### src/rtl/core/gam_pkg.sv
// gam_pkg: shared constants, types and helpers of the glob alternatives matcher
// no dependencies
`timescale 1ns / 1ps
package gam_pkg;
	localparam int MAX_MASK_CHARS = 64;
	localparam int LEN_W = $clog2(MAX_MASK_CHARS + 1);
	localparam int CODE_W = 21;

	localparam logic [1:0] OP_MASK_CHAR = 2'd0;
	localparam logic [1:0] OP_NAME_CHAR = 2'd1;
	localparam logic [1:0] OP_EVAL = 2'd2;
	localparam logic [1:0] OP_CLEAR = 2'd3;

	localparam logic [CODE_W-1:0] CH_STAR = CODE_W'(8'h2A);
	localparam logic [CODE_W-1:0] CH_QUEST = CODE_W'(8'h3F);
	localparam logic [CODE_W-1:0] CH_BAR = CODE_W'(8'h7C);
	localparam logic [CODE_W-1:0] CH_BANG = CODE_W'(8'h21);

	localparam int CFG_CASE_SENSITIVE = 0;
	localparam int CFG_ALL_MUST_MATCH = 1;

	// structure flags of one mask position
	typedef struct packed {
		logic elem;
		logic start;
		logic alt_end;
		logic end_inv;
	} cell_flags_t;

	// per-cycle control broadcast to every cell
	typedef struct packed {
		logic feed;
		logic begun;
		logic fold_en;
	} cell_ctrl_t;

	function automatic logic [CODE_W-1:0] fold(input logic [CODE_W-1:0] c, input logic en);
		logic [CODE_W-1:0] r;
		r = c;
		if (en && c >= CODE_W'(8'h41) && c <= CODE_W'(8'h5A)) begin
			r = c + CODE_W'(8'h20);
		end
		return r;
	endfunction
endpackage

### src/rtl/core/gam_if.sv
// gam_req_if / gam_rsp_if: valid-ready channels of the matcher
// depends on gam_pkg
`timescale 1ns / 1ps
interface gam_req_if;
	logic valid;
	logic ready;
	logic [1:0] op;
	logic [gam_pkg::CODE_W-1:0] code;
	modport source (output valid, output op, output code, input ready);
	modport sink (input valid, input op, input code, output ready);
endinterface

interface gam_rsp_if;
	logic valid;
	logic ready;
	logic is_match;
	modport source (output valid, output is_match, input ready);
	modport sink (input valid, input is_match, output ready);
endinterface

### src/rtl/core/glob_alternatives_matcher.sv
// glob_alternatives_matcher: top level, mask loader, row of gam_cell and evaluation
// depends on gam_pkg, gam_if, gam_cell
//
// channel | dir | payload        | transfer when
// req     | in  | op, code       | req.valid & req.ready
// rsp     | out | is_match       | rsp.valid & rsp.ready
// cfg     | in  | cfg_idx, data  | cfg_we
//
// one item per cycle while req.ready is high; the nfa step ripples combinationally through the cell row
// an end item gives its result in the cycle after it is taken, from the output register
// req.ready drops only while a result waits and rsp.ready is low
// reset clears mask length, flags, nfa bits and the output register
`timescale 1ns / 1ps
module glob_alternatives_matcher (
	input  logic clk,
	input  logic arst_n,
	gam_req_if.sink req,
	gam_rsp_if.source rsp,
	input  logic cfg_we,
	input  logic cfg_idx,
	input  logic cfg_data
);
	localparam int N = gam_pkg::MAX_MASK_CHARS;

	logic case_sens_q, all_q;
	logic [gam_pkg::LEN_W-1:0] len_q;
	logic at_start_q, inv_q, begun_q;
	logic act_end_q;
	logic rsp_valid_q, rsp_match_q;

	logic acc, do_wr, do_clr;
	gam_pkg::cell_flags_t wr_flags;
	gam_pkg::cell_ctrl_t ctrl;
	logic [gam_pkg::CODE_W-1:0] fc;
	logic [N:0] init_c, adv_c, pass_c;
	logic [N:0] cur_all;
	logic [N-1:0] hit, fail;
	gam_pkg::cell_flags_t flags [N];
	logic fin_r, any_r, all_r, match;

	assign req.ready = ~rsp_valid_q | rsp.ready;
	assign acc = req.valid & req.ready;
	assign do_wr = acc && req.op == gam_pkg::OP_MASK_CHAR
		&& len_q != gam_pkg::LEN_W'(N);
	assign do_clr = acc && req.op == gam_pkg::OP_CLEAR;

	assign ctrl.feed = acc && req.op == gam_pkg::OP_NAME_CHAR;
	assign ctrl.begun = begun_q;
	assign ctrl.fold_en = ~case_sens_q;
	assign fc = gam_pkg::fold(req.code, ~case_sens_q);

	// incremental scan of the appended character
	always_comb begin
		wr_flags = '0;
		if (at_start_q && req.code == gam_pkg::CH_BANG) begin
			wr_flags = '0;
		end else begin
			wr_flags.start = at_start_q;
			if (req.code == gam_pkg::CH_BAR) begin
				wr_flags.alt_end = 1'b1;
				wr_flags.end_inv = inv_q;
			end else begin
				wr_flags.elem = 1'b1;
			end
		end
	end

	assign init_c[0] = 1'b0;
	assign adv_c[0] = 1'b0;
	assign pass_c[0] = 1'b0;

	for (genvar i = 0; i < N; i++) begin : g_cell
		gam_cell u_cell (
			.clk(clk),
			.arst_n(arst_n),
			.wr(do_wr && len_q == gam_pkg::LEN_W'(i)),
			.clr(do_clr),
			.wr_flags(wr_flags),
			.wr_code(req.code),
			.ctrl(ctrl),
			.name_fc(fc),
			.init_in(init_c[i]),
			.adv_in(adv_c[i]),
			.pass_in(pass_c[i]),
			.init_out(init_c[i+1]),
			.adv_out(adv_c[i+1]),
			.pass_out(pass_c[i+1]),
			.cur(cur_all[i]),
			.flags(flags[i])
		);
		assign hit[i] = flags[i].alt_end & (cur_all[i] ^ flags[i].end_inv);
		assign fail[i] = flags[i].alt_end & ~(cur_all[i] ^ flags[i].end_inv);
	end

	assign cur_all[N] = begun_q ? act_end_q : init_c[N];

	// closing alternative at the mask end, when one is open
	assign fin_r = cur_all[len_q] ^ inv_q;
	assign any_r = (|hit) | (~at_start_q & fin_r);
	assign all_r = ~(|fail) & (at_start_q | fin_r);
	assign match = (len_q == '0) ? ~all_q : (all_q ? all_r : any_r);

	assign rsp.valid = rsp_valid_q;
	assign rsp.is_match = rsp_match_q;

	always_ff @(posedge clk or negedge arst_n) begin
		if (!arst_n) begin
			case_sens_q <= 1'b0;
			all_q <= 1'b0;
			len_q <= '0;
			at_start_q <= 1'b1;
			inv_q <= 1'b0;
			begun_q <= 1'b0;
			act_end_q <= 1'b0;
			rsp_valid_q <= 1'b0;
			rsp_match_q <= 1'b0;
		end else begin
			if (cfg_we) begin
				if (cfg_idx == 1'(gam_pkg::CFG_CASE_SENSITIVE)) begin
					case_sens_q <= cfg_data;
				end else begin
					all_q <= cfg_data;
				end
			end
			if (rsp.ready) begin
				rsp_valid_q <= 1'b0;
			end
			if (acc) begin
				case (req.op)
					gam_pkg::OP_MASK_CHAR: begin
						begun_q <= 1'b0;
						if (do_wr) begin
							len_q <= len_q + 1'b1;
							if (at_start_q && req.code == gam_pkg::CH_BANG) begin
								inv_q <= ~inv_q;
							end else if (req.code == gam_pkg::CH_BAR) begin
								inv_q <= 1'b0;
								at_start_q <= 1'b1;
							end else begin
								at_start_q <= 1'b0;
							end
						end
					end
					gam_pkg::OP_NAME_CHAR: begin
						begun_q <= 1'b1;
						act_end_q <= adv_c[N] | pass_c[N];
					end
					gam_pkg::OP_EVAL: begin
						begun_q <= 1'b0;
						rsp_valid_q <= 1'b1;
						rsp_match_q <= match;
					end
					default: begin
						begun_q <= 1'b0;
						len_q <= '0;
						at_start_q <= 1'b1;
						inv_q <= 1'b0;
					end
				endcase
			end
		end
	end

	a_len_range: assert property (@(posedge clk) disable iff (!arst_n)
		len_q <= gam_pkg::LEN_W'(N)) else $error("mask length overflow");
	a_clear: assert property (@(posedge clk) disable iff (!arst_n)
		do_clr |=> len_q == '0 && at_start_q && !inv_q) else $error("clear failed");
	a_eval_rsp: assert property (@(posedge clk) disable iff (!arst_n)
		acc && req.op == gam_pkg::OP_EVAL |=> rsp_valid_q && !begun_q)
		else $error("end item gave no result");
	a_begun: assert property (@(posedge clk) disable iff (!arst_n)
		$rose(begun_q) |-> $past(ctrl.feed)) else $error("name begun without character");
endmodule

### src/rtl/core/gam_cell.sv
// gam_cell: one mask position, holds its character, structure flags and nfa bit
// depends on gam_pkg
`timescale 1ns / 1ps
module gam_cell (
	input  logic clk,
	input  logic arst_n,
	input  logic wr,
	input  logic clr,
	input  gam_pkg::cell_flags_t wr_flags,
	input  logic [gam_pkg::CODE_W-1:0] wr_code,
	input  gam_pkg::cell_ctrl_t ctrl,
	input  logic [gam_pkg::CODE_W-1:0] name_fc,
	input  logic init_in,
	input  logic adv_in,
	input  logic pass_in,
	output logic init_out,
	output logic adv_out,
	output logic pass_out,
	output logic cur,
	output gam_pkg::cell_flags_t flags
);
	logic [gam_pkg::CODE_W-1:0] ch_q;
	gam_pkg::cell_flags_t flags_q;
	logic act_q;
	logic is_star, is_quest, eq, init_pos, nxt, closed;

	assign is_star = ch_q == gam_pkg::CH_STAR;
	assign is_quest = ch_q == gam_pkg::CH_QUEST;
	assign eq = gam_pkg::fold(ch_q, ctrl.fold_en) == name_fc;

	// closure of the start set
	assign init_pos = flags_q.start | init_in;
	assign init_out = init_pos & flags_q.elem & is_star;

	assign cur = ctrl.begun ? act_q : init_pos;
	assign nxt = (cur & flags_q.elem & is_star) | adv_in;
	assign closed = nxt | pass_in;
	assign pass_out = closed & flags_q.elem & is_star;
	assign adv_out = cur & flags_q.elem & ~is_star & (is_quest | eq);
	assign flags = flags_q;

	always_ff @(posedge clk or negedge arst_n) begin
		if (!arst_n) begin
			flags_q <= '0;
			act_q <= 1'b0;
		end else begin
			if (clr) begin
				flags_q <= '0;
			end else if (wr) begin
				flags_q <= wr_flags;
			end
			if (ctrl.feed) begin
				act_q <= closed;
			end
		end
	end

	always_ff @(posedge clk) begin
		if (wr) begin
			ch_q <= wr_code;
		end
	end
endmodule
### src/flat_wrapper.sv
// flat-port wrapper written by rule: the top's interface ports become plain ports
module glob_alternatives_matcher_flat 
  (clk, arst_n, cfg_we, cfg_idx, cfg_data, req_valid, req_op, req_code, req_ready, rsp_valid, rsp_is_match, rsp_ready);
  gam_req_if req_i ();
  gam_rsp_if rsp_i ();
  input  logic clk;
  input  logic arst_n;
  input  logic cfg_we;
  input  logic cfg_idx;
  input  logic cfg_data;
  input wire logic [$bits(req_i.valid)-1:0] req_valid;
  input wire logic [$bits(req_i.op)-1:0] req_op;
  input wire logic [$bits(req_i.code)-1:0] req_code;
  output wire logic [$bits(req_i.ready)-1:0] req_ready;
  output wire logic [$bits(rsp_i.valid)-1:0] rsp_valid;
  output wire logic [$bits(rsp_i.is_match)-1:0] rsp_is_match;
  input wire logic [$bits(rsp_i.ready)-1:0] rsp_ready;
  assign req_i.valid = req_valid;
  assign req_i.op = req_op;
  assign req_i.code = req_code;
  assign req_ready = req_i.ready;
  assign rsp_valid = rsp_i.valid;
  assign rsp_is_match = rsp_i.is_match;
  assign rsp_i.ready = rsp_ready;
  glob_alternatives_matcher u_core (.clk(clk), .arst_n(arst_n), .req(req_i), .rsp(rsp_i), .cfg_we(cfg_we), .cfg_idx(cfg_idx), .cfg_data(cfg_data));
endmodule
### config.mk
export PLATFORM = sky130hd
export DESIGN_NAME = glob_alternatives_matcher_flat
export DESIGN_NICKNAME = d
export VERILOG_FILES = /design/src/rtl/core/gam_pkg.sv /design/src/rtl/core/gam_if.sv /design/src/rtl/core/glob_alternatives_matcher.sv /design/src/rtl/core/gam_cell.sv /design/src/flat_wrapper.sv
export SDC_FILE = /design/constraint.sdc
export NUM_CORES = 2
export LEC_CHECK = 0
export ABC_AREA = 1
export BUFFER_PORTS_ARGS = -buffer_cell sky130_fd_sc_hd__buf_2
export CORE_MARGIN = 3
export CORE_UTILIZATION = 50
export DETAILED_ROUTE_END_ITERATION = 6
export PLACE_DENSITY = 0.65
export SETUP_SLACK_MARGIN = 0.4
export SYNTH_ARGS = -nofsm -noshare
export SYNTH_HDL_FRONTEND = slang
export SYNTH_SLANG_ARGS = --single-unit
### constraint.sdc
create_clock -name clk -period 9.95 [get_ports clk]
set_clock_uncertainty 0.05 [all_clocks]
set_input_delay 1.99 -clock clk [delete_from_list [all_inputs] [get_ports clk]]
set_output_delay 1.99 -clock clk [all_outputs]
set_load 0.03 [all_outputs]
==> insert_results.sql <==
INSERT INTO impl_metrics (metric_group, metric, value, unit) VALUES
('synthesis', 'async_reset_ff_frac', '0.1995', ''),
('setup_path', 'setup.worst_path.start', 'req_code[6]', ''),
('final_layout', 'stdcell_count', '13600', ''),
('setup_path', 'critical_path_required', '10640', 'ps'),
('synthesis', 'yosysTopAreaCellShare', '0.4386', ''),
('timing', 'min_period_over_period', '1.255', ''),
('floorplan', 'overall_die_area', '189200', 'um^2'),
('synthesis', 'synth.net_count', '10050', ''),
('drt', 'firstDrtPassIters', '7', ''),
('clock_network', 'cts-htree-levels', '4', ''),
('timing', 'final_critical_path_setup_slack', '-2534', 'ps'),
('synthesis', 'synth_edf_count', '1344', ''),
('synthesis', 'post-synth-top-count-cell', 'sky130_fd_sc_hd__nand2_1', ''),
('timing', 'timing.max_slew.rel_slack', '0.1033', ''),
('floorplan', 'coreArea', '181900', 'um^2'),
('clock_network', 'clock_tree.root_cell', 'sky130_fd_sc_hd__clkbuf_16', ''),
('synthesis', 'post_synth_instance_area', '92010', 'um^2'),
('grt', 'grt_pass1_wl', '500.7', 'mm'),
('synthesis', 'yosys_warnings', '0', ''),
('drt', 'drt.antenna.violating_nets', '0', ''),
('hold_path', 'hold_start', 'u_core.g_cell[40].u_cell.act_q$_DFFE_PN0P_', ''),
('hold_path', 'hold_path.class', 'reg2reg', ''),
('clock_network', 'cts_made_buffers', '187', ''),
('grt', 'first_global_vias', '77870', ''),
('final_layout', 'layout.core_utilization', '0.6069', ''),
('floorplan', 'dieHeight', '435.0', 'um'),
('synthesis', 'netlist_instances', '9879', ''),
('final_layout', 'finalNetCount', '11150', ''),
('clock_network', 'numClockSinks', '1679', ''),
('clock_network', 'number_of_buffers_between_clock_root_and_the_deepest_sink', '3', ''),
('timing', 'maxClockFrequency', '0.08010', 'GHz'),
('timing', 'worst_hold_slack', '426.8', 'ps'),
('final_layout', 'stdcell_area', '110400', 'um^2'),
('floorplan', 'boundaryPins', '33', ''),
('timing', 'worst_pin_slew', '1344', 'ps'),
('grt', 'grt-ovfl-total', '0', ''),
('drt', 'routed_wire_length_per_instance', '25.29', 'um'),
('synthesis', 'post_synth_main_area_contributors', 'sky130_fd_sc_hd__edfxtp_1 44%, sky130_fd_sc_hd__dfrtp_1 9.1%, sky130_fd_sc_hd__nand2_1 6.7%', ''),
('setup_path', 'critPathMaxStageDelay', '150', 'ps'),
('status', 'status', 'finished with violations', ''),
('timing', 'timing.final.setup_violations', '19', ''),
('job', 'max_cap_violations', '0', ''),
('synthesis', 'synthFlopType', 'sky130_fd_sc_hd__edfxtp_1', ''),
('setup_path', 'cp_max_stage_cell', 'sky130_fd_sc_hd__buf_4', ''),
('clock_network', 'clock_latency', '870', 'ps'),
('status', 'failed_checks', 'design-rule violations, negative setup slack', ''),
('final_layout', 'post_route_cells_drive_above_1_share', '0.1680', ''),
('synthesis', 'register_area_share_after_synthesis', '0.5297', ''),
('synthesis', 'yosys.cell_types.count', '69', ''),
('setup_path', 'setup.worst_path.class', 'in2reg', ''),
('setup_path', 'critical_path.most_common_cell', 'sky130_fd_sc_hd__nand2_1', ''),
('power_and_ir_drop', 'leakage', '43.02', 'nW'),
('timing', 'layout_min_cycle_time', '12480', 'ps'),
('timing', 'final_max_slew_viol_count', '0', ''),
('grt', 'global_route.usage.total', '0.3531', ''),
('power_and_ir_drop', 'power.density_cell_area', '152.0', 'nW/um^2'),
('floorplan', 'floorplan.initialDensity', '0.5058', ''),
('timing', 'final_hold_viol_count', '0', ''),
('grt', 'grt_max_degree', '136', ''),
('drt', 'detail_route.vias_per_cell', '6.033', ''),
('synthesis', 'synth_area_leader_cell', 'sky130_fd_sc_hd__edfxtp_1', ''),
('setup_path', 'cp-start-kind', 'input pin', ''),
('power_and_ir_drop', 'ir_worst_vdd', '0.2307', 'mV'),
('timing', 'grt_setup_unrepaired', 'yes', ''),
('synthesis', 'avg_synthesized_cell_area', '9.314', 'um^2'),
('drt', 'drc_violation_total_after_the_first_tritonroute_iteration', '10780', ''),
('final_layout', 'layout-area-overhead-vs-synth', '19.99', '%'),
('placement', 'finalWeightedCongestion', '1.002', ''),
('drt', 'remaining_drcs', '8', ''),
('drt', 'vias', '82070', ''),
('placement', 'placed_area', '102700', 'um^2');
-- stage by stage --
stage          setup WS [ps]  total power, mW  TNS [ps]
6_report               -2534            16.78    -26780
5_1_grt                -3321            17.23    -51610
4_1_cts                -1857            16.78    -22360
3_5_place_dp           -3348            9.635    -47850
3_3_place_gp           -3477            9.612    -51000
2_1_floorplan         -424.0            8.686     -1338
-- registers in the layout, indices dropped and copies added (netlist names), 7 cells and up --
register                    flops
u_core.len_q                    7
u_core.g_cell.u_cell.flags    256
u_core.g_cell.u_cell.ch_q    1344
u_core.g_cell.u_cell.act_q     64
-- placed cells by master (no fill, tap or decap), types with 70 or more instances in the layout --
| cell | n |
|---|---|
| sky130_fd_sc_hd__buf_4 | 1165 |
| sky130_fd_sc_hd__nor4_1 | 273 |
| sky130_fd_sc_hd__o21ai_0 | 672 |
| sky130_fd_sc_hd__ha_1 | 137 |
| sky130_fd_sc_hd__a2111oi_0 | 73 |
| sky130_fd_sc_hd__nand2_2 | 97 |
| sky130_fd_sc_hd__nor3_1 | 242 |
| sky130_fd_sc_hd__nand4_1 | 337 |
| sky130_fd_sc_hd__xnor2_1 | 295 |
| sky130_fd_sc_hd__o41ai_1 | 83 |
| sky130_fd_sc_hd__edfxtp_1 | 1344 |
| sky130_fd_sc_hd__dfrtp_1 | 334 |
| sky130_fd_sc_hd__o31ai_1 | 70 |
| sky130_fd_sc_hd__nor2_1 | 913 |
| sky130_fd_sc_hd__inv_1 | 1177 |
| sky130_fd_sc_hd__or2_2 | 119 |
| sky130_fd_sc_hd__xor2_1 | 497 |
| sky130_fd_sc_hd__nand2_1 | 1542 |
| sky130_fd_sc_hd__o22ai_1 | 112 |
| sky130_fd_sc_hd__nand3_1 | 508 |
| sky130_fd_sc_hd__and3_1 | 73 |
| sky130_fd_sc_hd__clkbuf_16 | 194 |
| sky130_fd_sc_hd__a21oi_1 | 121 |
-- what timing repair did --
item                       in CTS  in global routing
setup endpoints to repair      23                 29
gates resized for setup        78                 62
setup buffers                  92                 15
pin swaps                      28                 68
-- path summary, 6_finish.rpt --
check | endpoint | slack [ps] | cells past startpoint
worst max register to register | u_core.rsp.is_match$_DFFE_PN0P_ | -1980 | 142
max in group asynchronous | u_core.g_cell[34].u_cell.flags[1]$_DFFE_PN0P_ | 7300 | 2
worst min register to register | u_core.g_cell[40].u_cell.act_q$_DFFE_PN0P_ | 430 | 2
min in group asynchronous | u_core.g_cell[13].u_cell.act_q$_DFFE_PN0P_ | 1040 | 1
worst min-delay path | u_core.g_cell[40].u_cell.act_q$_DFFE_PN0P_ | 430 | 2
worst max-delay path | u_core.g_cell[37].u_cell.act_q$_DFFE_PN0P_ | -2530 | 128
-- layer usage --
metal  global-route usage  wire, um  vias to the layer above
met5                    0        55                        -
met4               0.1921     21250                        8
met3              0.07418     37410                      966
met2               0.5304    147300                     4629
met1               0.4799    137900                    39660
li1                     -         -                    36810
-- kinds of logic (layout without fill, tap and decap cells) --
kind of cell               after synthesis  after routing  share of synthesized area
and+or+nand+nor                       4294           4294                     0.2125
DFF                                   1679           1679                     0.5297
buffers and inverters                 1506           2771                    0.06190
AOI/OAI and AO/OA                     1467           1467                     0.1014
xor gates and xnor gates               793            793                    0.07548
adders and majority gates              138            138                    0.01877
muxes                                    2              2                  0.0002176
other                                    0             10                          0
-- critical path: cells and delay by family --
| family | cells | cell delay (ps) |
|---|---|---|
| AOI/OAI and AO/OA | 1 | 140 |
| buffers and inverters | 40 | 4970 |
| and+or+nand+nor | 87 | 6030 |
-- report_power, final --
part           internal, mW  switching [mW]  total, mW
registers              7.69          0.0618       7.75
clock network          4.15            3.06       7.21
logic                 0.551            1.27       1.82
-- area by class of cell --
| cell class | instances | area [um^2] |
|---|---|---|
| timing repair buffer | 1214 | 9371 |
| clock buffer | 246 | 5230 |
| tap | 2449 | 3064 |
| sequential | 1679 | 48740 |
| clock inverter | 107 | 1184 |
| inverter | 1204 | 4552 |
| antenna | 10 | 25.02 |
| fill | 15320 | 71510 |
| multi-input combinational | 6694 | 38240 |
Note: power is estimated with default switching activity, not from simulation.
